`src/etm_div.sv`:
```
`default_nettype none
// ----------------------------------------------------------------------------
// etm_div: pipelined restoring divider
// gives ceil(-a / g) for a negative dividend, one quotient bit per stage
// ----------------------------------------------------------------------------
module etm_div #(
    parameter int DW = 34,
    parameter int GW = 12
) (
    input  wire logic              clk,
    input  wire logic              en,
    input  wire logic signed [DW:0] a,
    input  wire logic [GW-1:0]     g,
    output logic      [DW-1:0]     um
);

    logic [GW-1:0] rem_reg [0:DW];
    logic [DW-1:0] q_reg   [0:DW];
    logic [DW-1:0] um_reg;

    always_ff @(posedge clk)
    begin
        if (en)
        begin
            q_reg[0]   <= DW'(-a);
            rem_reg[0] <= '0;
        end
    end

    for (genvar i = 0; i < DW; i++)
    begin : g_step
        logic [GW:0] trial;
        logic [GW:0] diff;
        logic        ge;

        assign trial = {rem_reg[i], q_reg[i][DW-1]};
        assign ge    = trial >= {1'b0, g};
        assign diff  = trial - {1'b0, g};

        always_ff @(posedge clk)
        begin
            if (en)
            begin
                rem_reg[i+1] <= ge ? diff[GW-1:0] : trial[GW-1:0];
                q_reg[i+1]   <= {q_reg[i][DW-2:0], ge};
            end
        end
    end

    // round the magnitude up when anything is left over
    always_ff @(posedge clk)
    begin
        if (en)
            um_reg <= q_reg[DW] + DW'(rem_reg[DW] != '0);
    end

    assign um = um_reg;

endmodule
`default_nettype wire

```
`config.mk`:
```
export PLATFORM = sky130hd
export DESIGN_NAME = etm_div
export DESIGN_NICKNAME = d
export VERILOG_FILES = /design/src/etm_div.sv
export SDC_FILE = /design/constraint.sdc
export NUM_CORES = 2
export LEC_CHECK = 0
export ABC_AREA = 1
export BUFFER_PORTS_ARGS = -buffer_cell sky130_fd_sc_hd__buf_2
export CAP_MARGIN = 5
export CORE_MARGIN = 3
export CORE_UTILIZATION = 31
export DETAILED_ROUTE_END_ITERATION = 8
export SLEW_MARGIN = 0
export SYNTH_ARGS = -nofsm -noshare
export SYNTH_HDL_FRONTEND = slang
export SYNTH_SLANG_ARGS = --single-unit
```
`constraint.sdc`:
```
create_clock -name clk -period 2.2 [get_ports clk]
set_input_delay 0 -clock clk [delete_from_list [all_inputs] [get_ports clk]]
set_output_delay 0 -clock clk [all_outputs]
set_load 0.005 [all_outputs]
```
== Word level (Yosys, flattened, before mapping) ==
Memories as Yosys holds them, arrays and structs flattened.
Cells that the tools add are included.

* Bits in registers: 34
* RAM bits: 1610
* Input bits: 49
* Output and inout bits: 34
* Word-level logic and storage cells: 110
* Memories: 2

* $add $sub $neg: 36
* $lt $le $gt $ge: 34
* Muxes and demuxes: 36
* Reduce and logical (&&, ||, !) cells: 1

{| class="wikitable"
|+ Memories
! name !! words !! width !! rd ports !! clocked after Yosys merged registers in !! wr ports !! line !! RTL
|-
| q_reg || 35 || 34 || 35 || 0 || 35 || 18 || <nowiki>logic [DW-1:0] q_reg [0:DW];</nowiki>
|-
| rem_reg || 35 || 12 || 35 || 0 || 35 || 17 || <nowiki>logic [GW-1:0] rem_reg [0:DW];</nowiki>
|}

{| class="wikitable"
|+ Operator list
! cell !! count
|-
| 13-bit by 12-bit greater-or-equal comparator with 1-bit output || 34
|-
| 12-bit 2-to-1 mux || 34
|-
| 12-bit subtractor || 34
|-
| 34-bit by 1-bit adder with 34-bit output || 1
|-
| 34-bit negation || 1
|-
| 12-bit nonzero test || 1
|-
| 1-bit 2-to-1 mux || 2
|}

== Depth between registers and ports, before layout ==
* Word-level depth: 2
* Mapped depth: 12
* Depth with buffers taken out: 12

== Least setup slack after synthesis ==
No wires, ideal clock.

* Path type: input to register
* From: input port g[7]
* To: memory rem_reg[12][7], data pin
* Library setup time: 0.253 ns
* Data arrival time: 1.909 ns
* Data required time: 1.947 ns
* Path slack: 0.038 ns
* Cell stages on the path: 11
* Path buffers: 1
* Cells stage by stage: inv_1 ha_1 nand2_2 inv_1 nand2_2 nand2_2 a21oi_4 nand3_4 buf_12 nand2_2 nand2_1

{| class="wikitable"
|+ RTL lines
! item !! line !! RTL
|-
| from (decl) || 13 || <nowiki>input wire logic [GW-1:0] g,</nowiki>
|-
| to (decl) || 17 ||
|}

==> impl_metrics.sql <==
INSERT INTO impl_metrics (metric_group, metric, value, unit) VALUES
('status', 'run_status', 'finished clean', ''),
('clock_network', 'clock_latency', '0.80', 'ns'),
('synth', 'yosysWarnings', '0', ''),
('sta', 'worst_margin_pin_slew', '0.637', 'ns'),
('final_layout', 'largest_reg_flops', '1190', ''),
('final_layout', 'final_net_count', '9112', ''),
('setup_path', 'slowest_stage', 'dlygate4sd3_1', ''),
('synth', 'proportion_of_netlist_area_held_by_the_largest_area_contributor', '0.605', ''),
('drt', 'detail_route.first_pass.iterations', '6', ''),
('setup_path', 'crit_path_dat', '2.80', 'ns'),
('grt', 'first_global_vias', '53922', ''),
('sta', 'timing.final.crit_share', '0.973', ''),
('final_layout', 'areaGrowthSynthToFinish', '19.4', '%'),
('synth', 'yosysUniqueCellTypes', '39', ''),
('synth', 'proportion_of_synthesized_chip_area_in_sequential_cells', '0.605', ''),
('synth', 'syn-instance-count', '7815', ''),
('placed_design', 'postPlaceCellArea', '90100', 'um2'),
('die', 'boundaryPins', '83', ''),
('drt', 'ant_nets', '0', ''),
('setup_path', 'crit_start', 'a[0]', ''),
('grt', 'grt_remaining_overflow', '0', ''),
('final_layout', 'final_cells', '12172', ''),
('drt', 'detail_route.wl_per_cell', '14.5', 'um'),
('drt', 'drc', '0', ''),
('clock_network', 'path_clk_slew', '0.06', 'ns'),
('synth', 'async_flop_share', '0', ''),
('setup_path', 'cp-end-kind', 'flip-flop', ''),
('clock_network', 'cts.sinks', '1632', ''),
('clock_network', 'htree_levels', '4', ''),
('die', 'num_rows', '187', ''),
('drt', 'dr_total_vias', '54648', ''),
('setup_path', 'worst_path_most_repeated_cell', 'dlygate4sd3_1', ''),
('setup_path', 'crit-reg2reg-launch', 'rem_reg[9][9]$_DFFE_PP_', ''),
('placed_design', 'port_buffers', '81', ''),
('clock_network', 'cts_inserted_buffers', '163', ''),
('clock_network', 'clk_path_buf_depth', '3', ''),
('final_layout', 'drive_gt1_frac', '0.132', ''),
('power', 'power.density', '1240', 'nW/um2'),
('placed_design', 'dp.final_hpwl', '130000', 'um'),
('sta', 'max_slew_headroom_at_the_worst_pin', '0.575', ''),
('placed_design', 'dp.cells', '11779', ''),
('setup_path', 'timing.critical_path.fanout_max', '5', ''),
('final_layout', 'layout.cells.most_common', 'nand2_1', ''),
('final_layout', 'final_design_area_no_fill', '96700', 'um2'),
('sta', 'fmaxAchievable', '467', 'MHz'),
('clock_network', 'cts_root_buffer', 'clkbuf_16', ''),
('synth', 'syn-cell-area', '81000', 'um2'),
('grt', 'track_usage', '0.132', ''),
('power', 'power_leakage', '42.1', 'nW'),
('sta', 'clock_tree_skew_after_final_layout', '0.0300', 'ns'),
('drt', 'detailedRoute.firstIterationViolations', '3638', ''),
('die', 'die-height', '517', 'um'),
('clock_network', 'cts_tree', 'yes', ''),
('setup_path', 'critical_path.endpoint', 'q_reg[0][29]$_DFFE_PP_', ''),
('sta', 'sum_of_negative_setup_slack', '0', 'ns'),
('sta', 'finalCriticalPeriod', '2.14', 'ns'),
('sta', 'finalHoldWorstSlack', '0.0778', 'ns'),
('final_layout', 'final_cell_mix', '2298 x nand2_1, 1632 x edfxtp_1, 1217 x inv_1', ''),
('run', 'maximum_capacitance_violations', '0', ''),
('sta', 'report.final.slew_viol_count', '0', ''),
('setup_path', 'crit_type', 'in2reg', ''),
('setup_path', 'critPathRequiredTime', '2.86', 'ns'),
('setup_path', 'ff2ff_setup_slack', '0.07', 'ns'),
('synth', 'ys_ff_latch', '1632', ''),
('die', 'initial_utilization', '0.312', ''),
('setup_path', 'delay_of_the_slowest_critical_path_stage', '0.57', 'ns'),
('setup_path', 'worst_r2r_endpoint', 'rem_reg[10][7]$_DFFE_PP_', ''),
('synth', 'yosys.area.top_type', 'edfxtp_1', ''),
('power', 'worst_ir_drop_vdd', '0.888', 'mV'),
('drt', 'route.final.wire_length', '177000', 'um'),
('drt', 'routed_via_density', '4.49', '');
## how the worst min path moves through the flow
stage,from,end,slack [ns],depth (start not counted)
3_3_place_gp,a[26],q_reg[0][26]$_DFFE_PP_,0.35,2
6_report,a[0],q_reg[0][0]$_DFFE_PP_,0.08,2
5_1_grt,a[0],q_reg[0][0]$_DFFE_PP_,0.04,2
2_1_floorplan,a[0],q_reg[0][0]$_DFFE_PP_,0.1,0
4_1_cts,a[0],q_reg[0][0]$_DFFE_PP_,0.03,2
3_5_place_dp,a[26],q_reg[0][26]$_DFFE_PP_,0.33,2
## layer usage
layer,wire length (um),part of all wire,global-route usage
met1,81700,0.46,0.174
met2,83900,0.47,0.223
met3,6500,0.037,0.0207
met4,4670,0.026,0.0381
met5,0,0,0
## through the flow
step                       util  setup slack [ns]  power (mW)
after floorplan               -            0.0380        76.7
after global placement    0.347            -0.154        91.6
after detailed placement  0.347           -0.0548        92.2
after CTS                 0.371           0.00864         121
after global routing      0.372          -0.00346         130
final                     0.372            0.0589         120
## what timing repair did
item,in CTS,in global routing
hold endpoints to repair,825,0
pin swaps,1,5
hold buffers,82,0
buffers inserted,0,5
setup endpoints to repair,8,92
resized for setup,2,38
## report_power, final
group / internal, mW / switching (mW)
clock network: 15.8 / 12.1
registers: 42.1 / 3.51
logic: 19.0 / 27.4
## critical path: cells and delay by family
family / cells / cell delay [ns]
buffers and inverters: 5 / 1.93
and+or+nand+nor: 6 / 0.88
## cell usage after synthesis (56+ instances only)
cell type and instances:
nor2_1 423, o21ai_1 222, xor2_1 199, nand2_1 2303
nand3_2 56, inv_1 1230, ha_1 401, edfxtp_1 1632
buf_6 56, nor3_1 86, a21oi_1 103, nand4_1 277
nand3_1 506
## logic make-up (layout without fill, tap and decap cells)
logic type               count (synthesis)  after routing  synth area share
AND/OR/NAND/NOR                       3807           3807             0.206
flip-flops                            1632           1632             0.605
buffers and inverters                 1324           2276            0.0673
adder cells (fa/ha/maj)                434            434            0.0701
AO/OA/AOI/OAI                          373            373            0.0257
XOR/XNOR                               245            245            0.0265
other                                    0              3                 0
## final cells by class
type                       count  area (um2)  area share
multi-input combinational   4859       26800       0.277
inverter                    1256        4710      0.0487
sequential                  1632       49000       0.507
timing repair buffer         717        6460      0.0668
antenna                        3        7.51   0.0000776
clock inverter               111        1260      0.0131
tap                         3402        4260      0.0440
clock buffer                 192        4210      0.0435
(Power assumes the default switching activity.)
