[src/etm_delay.sv]
`default_nettype none
// ----------------------------------------------------------------------------
// etm_delay: flag shift line
// carries valid and per-pixel flags alongside a fixed-depth datapath
// ----------------------------------------------------------------------------
module etm_delay #(
    parameter int W     = 8,
    parameter int DEPTH = 4
) (
    input  wire logic         clk,
    input  wire logic         rst_n,
    input  wire logic         en,
    input  wire logic [W-1:0] d,
    output logic      [W-1:0] q
);

    logic [W-1:0] stage_reg [0:DEPTH-1];

    always_ff @(posedge clk or negedge rst_n)
    begin
        if (!rst_n)
        begin
            for (int i = 0; i < DEPTH; i++)
            begin
                stage_reg[i] <= '0;
            end
        end
        else if (en)
        begin
            stage_reg[0] <= d;
            for (int i = 1; i < DEPTH; i++)
            begin
                stage_reg[i] <= stage_reg[i-1];
            end
        end
    end

    assign q = stage_reg[DEPTH-1];

endmodule
`default_nettype wire

[config.mk]
export PLATFORM = sky130hd
export DESIGN_NAME = etm_delay
export DESIGN_NICKNAME = d
export VERILOG_FILES = /design/src/etm_delay.sv
export SDC_FILE = /design/constraint.sdc
export NUM_CORES = 1
export LEC_CHECK = 0
export BUFFER_PORTS_ARGS = -buffer_cell sky130_fd_sc_hd__buf_2
export CORE_MARGIN = 5
export CORE_UTILIZATION = 58
export CTS_BUF_LIST = sky130_fd_sc_hd__clkbuf_4 sky130_fd_sc_hd__clkbuf_8
export DETAILED_ROUTE_END_ITERATION = 16
export GPL_TIMING_DRIVEN = 0
export HOLD_SLACK_MARGIN = 0.12
export MAX_ROUTING_LAYER = met4
export PLACE_DENSITY = 0.81
export SYNTH_ARGS = -nofsm -noshare
export SYNTH_HDL_FRONTEND = slang
export SYNTH_SLANG_ARGS = --single-unit
[constraint.sdc]
create_clock -name clk -period 1 [get_ports clk]
set_input_delay 0.05 -clock clk [delete_from_list [all_inputs] [get_ports clk]]
set_output_delay 0.05 -clock clk [all_outputs]
set_load 0.01 [all_outputs]
======== Yosys cells after proc, flatten, opt, wreduce, memory -nomap -nowiden ========
Index checks and enable logic that the tools add are counted.
word-level totals
  bits of input ports ..................... 11
  output and inout bits ................... 8
  register bits after elaboration ......... 32
  logic and storage cells ................. 4

======== Logic depth before layout (Yosys ltp) ========
Gate-level depths: netlist of run 1.
  depth in word-level cells ............... 0
  gate-level depth with buffers ........... 3
  gate-level depth less buffers ........... 1

======== Least setup slack after synthesis of run 1 ========
OpenSTA, ideal clock, no wires.
  path kind ............................... register to register
  start ................................... register, netlist name q[0]
  end ..................................... register stage_reg, in the netlist q[0]
  required time ........................... 875 ps
  cell stages (with the launch flop) ...... 2
  period minus slack after synthesis ...... 729 ps
  library setup time ...................... 125 ps
  path slack .............................. 271 ps
  path buffers ............................ 0
  arrival ................................. 604 ps
  cell sequence ........................... dfrtp_1 mux2_4
RTL lines
  element                         line  RTL
  end signal: indexed assignment  33    stage_reg[i] <= stage_reg[i-1];
  end: declaration                17    logic [W-1:0] stage_reg [0:DEPTH-1];

======== Final worst setup path of run 1 ========
  start ................................... input en
  end ..................................... register stage_reg[26] (netlist bit)
RTL lines
  element             line  RTL
  start: declaration  12    input wire logic en,
No word-level cell between the ends.

==> results.yml, run 1 <==
status:
  outcome: "finished clean"
worst_setup_path:
  reg2reg_depth: 2
  crit_path_start_kind: "input port"
  cp_data_arrival_time_ps: 1210
  path_class: "input port to flip-flop"
  reg2reg_to: "q[7]"
  cp_slowest_stage_delay_ps: 550
  cp-endpoint: "stage_reg[26]"
  startpoint: "en"
  critPathCaptureType: "flip-flop"
  r2r_slack_ps: 80
  reg2reg_from: "q[7]"
  worstPathRequired_ps: 1210
  crit_chain: "dlygate4sd3_1 -> buf_6 -> buf_12 -> mux2_4"
  crit_path_max_fanout: 10
  crit_slowest_cell: "dlygate4sd3_1"
synth:
  synth_common_cells: "dfrtp_1, mux2_4, buf_4"
  synth_seq_cells: 32
  synth.avg_cell_area_um2: 18.5
  synth_warnings: 0
  seq_area_frac_synth_pct: 57.0
  syn_area_um2: 1410
  ys_types: 6
  synth.net_count: 87
  synth_edf_count: 0
  synth_top_area_share_pct: 57.0
  yosysMostFrequentCell: "dfrtp_1"
  synthArstFlopShare_pct: 100
  ys.flop_type: "dfrtp_1"
  synth_area_leaders: "dfrtp_1, mux2_4, buf_12, buf_4, mux2_2"
  synth_top_cell_by_area: "dfrtp_1"
  synth_cells: 76
global_routing:
  grt_pass1_wl_um: 4110
  antenna_found_initial: 0
  grt_max_degree: 33
  overflow: 0
  grt_pass1_vias: 830
  track_usage_pct: 16.9
cells_and_area:
  antenna_cells: 0
  largest_register_ffs: 24
  nNetsFinal: 120
  final_layout_size_suffix_gt1_share_pct: 61.8
  fin_util_pct: 76.9
  syn_to_final_growth_pct: 23.4
  final_area_um2: 1730
timing:
  post-route-min-period_ps: 999
  finalHoldViolCount: 0
  timing.hold.ws_ps: 309
  layout_setup_ws_ps: 1.06
  period_share_pct: 99.9
  max_freq_mhz: 1000
  slew-limit-headroom_pct: 52.9
  slew_violations: 0
  setup_violations: 0
  fin_worst_skew_ps: 9.34
  worstMarginPinSlew_ps: 706
  rsz0062_at_grt: "false"
min_path:
  hold_path_class: "input port to asynchronous set/reset pin"
pwr:
  fin_total_pwr_mw: 3.30
  powerDensity_nw_per_um2: 1910
  ir_drop_mv: 1.32
  p_leak_nw: 0.863
place:
  gp_routability_congestion: 0.666
  post-place-ws_ps: 209
  placedInstanceArea_um2: 1530
  portBuffers: 17
  dp.final_hpwl_um: 1500
cts:
  clk_path_buf_depth: 2
  ctsHtreeMaxLevel: 2
  cts-root-buf: "clkbuf_4"
  cts_buffers: 5
  cts_num_sinks: 32
  clkLatencyLatePin_ps: 330
  path_clk_slew_ps: 90
  cts_tree: "done"
routing:
  drt_iter0_drc: 9
  wl_per_cell_um: 17.4
  wl_um: 2400
  drc_errors: 0
  dr.pass1.iters: 2
  via_per_inst: 5.08
  num_vias: 701
  drtAntennaViolNets: 0
floorplanning:
  placementRows: 17
  die_y_um: 59.2
  die_area_um2: 3510
  dieWidth_um: 59.2
  start_util_pct: 62.3
  ioPinCount: 19
  core_um2: 2250
run:
  drv_cap: 0
report_power, final:
| part | total [mW] | switching, mW | internal (mW) |
|---|---|---|---|
| Sequential | 1.67 | 0.155 | 1.52 |
| Combinational | 0.822 | 0.234 | 0.588 |
| Clock | 0.810 | 0.409 | 0.401 |
worst max-delay path: cells and delay by family:
family / cells / cell delay, ps
buffers and inverters: 3 / 850
multiplexers: 1 / 300
worst min path at each step:
stage / depth (start not counted) / end / slack [ps]
floorplan: 0 / q[0] / -250
detailed placement: 1 / q[3] / 130
global placement: 1 / q[4] / 120
finish: 2 / stage_reg[22] / 310
CTS: 2 / stage_reg[14] / 300
global route: 2 / q[3] / 370
metrics by stage:
step | cells | setup TNS [ps]
2_1_floorplan | 76 | 0
3_3_place_gp | 121 | 0
3_5_place_dp | 121 | 0
4_1_cts | 139 | -21.1
5_1_grt | 138 | 0
6_report | 138 | 0
per-layer routing:
| metal | up-vias | share of wire [%] | global-route usage (%) |
|---|---|---|---|
| met2 | 18 | 53 | 27.8 |
| met4 | 0 | 0.87 | 6.80 |
| met5 | - | 0 | - |
| met3 | 2 | 5.1 | 6.75 |
| li1 | 318 | - | - |
| met1 | 363 | 41 | 18.1 |
layout by cell type (no fill, tap or decap):
master         Yosys  final
dfrtp_1           32     32
mux2_4            30     30
dlygate4sd3_1      0     10
buf_6              1      9
buf_2              0      9
clkbuf_4           0      7
buf_4              8      7
buf_12             3      3
mux2_2             2      2
clkbuf_8           0      1
layout make-up:
type	instances	area, um^2
clock buffers	8	66.3
repair buffers	34	288
flip-flops and latches	32	801
fillers	152	520
well taps	28	35.0
plain buffers	4	71.3
multi-input cells	32	473
cells by family after synthesis:
group / count (synthesis) / synth area share [%]
multiplexers: 32 / 33.7
flip-flops: 32 / 57.0
buffers and inverters: 12 / 9.35
timing repair:
action	in CTS	in global routing
setup buffers	7	0
setup endpoints to repair	8	1
gates resized for setup	9	0
hold buffers	10	0
hold endpoints to repair	42	0
Power figures use the tool's default switching activity.
==> inputs of run 2 (changes only) <==
Settings changed: CORE_UTILIZATION 58 to 50, PLACE_DENSITY 0.81 to 0.72.
==> run 2 against run 1 <==
Setup slack improved by 23 ps. Combinational power decreased by 5.1%. Via count decreased by 2.6%. Critical endpoint is now stage_reg[11]. Clock power increased by 36%. Non-clock buffer count decreased by 2. Utilization decreased by 13 points. First-iteration DRC count unchanged. Clock-buffer cell count decreased by 1. Critical path type unchanged.
==> results.yml, run 2 (synthesized netlist as in run 1, its figures left out) <==
status:
  outcome: "finished clean"
cts:
  cts_tree: "done"
  path_clk_slew_ps: 100
  clkLatencyLatePin_ps: 330
  cts_num_sinks: 32
  cts_buffers: 5
  cts-root-buf: "clkbuf_4"
  ctsHtreeMaxLevel: 2
  clk_path_buf_depth: 2
place:
  placedInstanceArea_um2: 1530
  post-place-ws_ps: 241
  placedCellCount: 124
  portBuffers: 17
  gp_routability_congestion: 0.724
routing:
  drtAntennaViolNets: 0
  wl_per_cell_um: 15.3
  drc_errors: 0
  wl_um: 2120
  drt_iter0_drc: 9
  num_vias: 683
  dr.pass1.iters: 4
  via_per_inst: 4.91
worst_setup_path:
  crit_path_max_fanout: 10
  crit_chain: "dlygate4sd3_1 -> buf_6 -> buf_12 -> mux2_4"
  crit_slowest_cell: "dlygate4sd3_1"
  reg2reg_depth: 2
  path_class: "input port to flip-flop"
  cp_data_arrival_time_ps: 1190
  cp_slowest_stage_delay_ps: 540
  crit_path_start_kind: "input port"
  cp.buffers_inverters: 3
  critPathCaptureType: "flip-flop"
  worstPathRequired_ps: 1220
  cp.depth: 4
  critPathTopFamily: "buffers and inverters"
cells_and_area:
  final_area_um2: 1750
  antenna_cells: 0
  nNetsFinal: 118
  final_common_cell: "dfrtp_1"
  final_cell_mix: "dfrtp_1, mux2_4, dlygate4sd3_1"
  final_layout_size_suffix_gt1_share_pct: 61.1
  syn_to_final_growth_pct: 24.7
  largest_register_ffs: 24
  final_cells: 139
timing:
  rsz0062_at_grt: "false"
  period_share_pct: 97.6
  post-route-min-period_ps: 976
  slew_violations: 0
  layout_setup_ws_ps: 23.7
  timing.hold.ws_ps: 288
  finalHoldViolCount: 0
  setup_violations: 0
  finalSetupTns_ps: 0
  slew-limit-headroom_pct: 54.4
  worstMarginPinSlew_ps: 684
  fin_worst_skew_ps: 4.92
  max_freq_mhz: 1020
floorplanning:
  dieWidth_um: 63.0
  core_um2: 2730
  ioPinCount: 19
  die_y_um: 63.0
  die_area_um2: 3970
  placementRows: 19
  start_util_pct: 51.4
global_routing:
  grt_max_degree: 33
  grt_pass1_vias: 795
  overflow: 0
  track_usage_pct: 13.1
  antenna_found_initial: 0
  grt_pass1_wl_um: 3820
run:
  drv_cap: 0
pwr:
  ir_drop_mv: 1.69
  p_leak_nw: 0.866
  powerDensity_nw_per_um2: 2020
min_path:
  hold_path_class: "input port to asynchronous set/reset pin"
[run 2: final cells by class]
type	instances	area, um^2
clock buffer	7	65.1
multi-input combinational	32	473
timing repair buffer	32	273
sequential	32	801
clock inverter	1	30.0
fill	210	982
buffer	4	71.3
tap	31	38.8
[run 2: power by group]
part / internal, mW / total, mW / switching [mW]
sequential: 1.52 / 1.66 / 0.138
combinational: 0.565 / 0.780 / 0.214
clock: 0.664 / 1.10 / 0.435
total: 2.75 / 3.53 / 0.788
[run 2: path summary, 6_finish.rpt]
kind,from,to,slack [ps]
max reg2reg,q[3],q[3],100
max in group asynchronous,rst_n,stage_reg[27],270
min reg2reg,stage_reg[25],stage_reg[17],520
min in group clk,d[2],stage_reg[26],490
max,en,stage_reg[11],20
min,rst_n,stage_reg[9],290
[run 2: through the flow]
stage	total power [mW]	utilization [%]
after floorplan	2.18	-
after global placement	2.35	55.9
after detailed placement	2.37	55.9
after global routing	3.73	64.1
after CTS	3.61	64.5
final	3.53	64.1
[run 2: what timing repair did]
action / in CTS / in global routing
hold buffers: 10 / 0
resized for setup: 9 / 0
setup buffers: 5 / 0
endpoints found under the hold margin: 42 / 0
setup endpoints to repair: 8 / 1
[run 2: metal layers]
metal  GRT usage, %  routed length (um)  up-vias
met5              -                   0        -
met3           5.94                 111        6
met4           5.57                  37        0
met1           16.1                 970      346
li1               -                   -      315
met2           18.7                1000       16
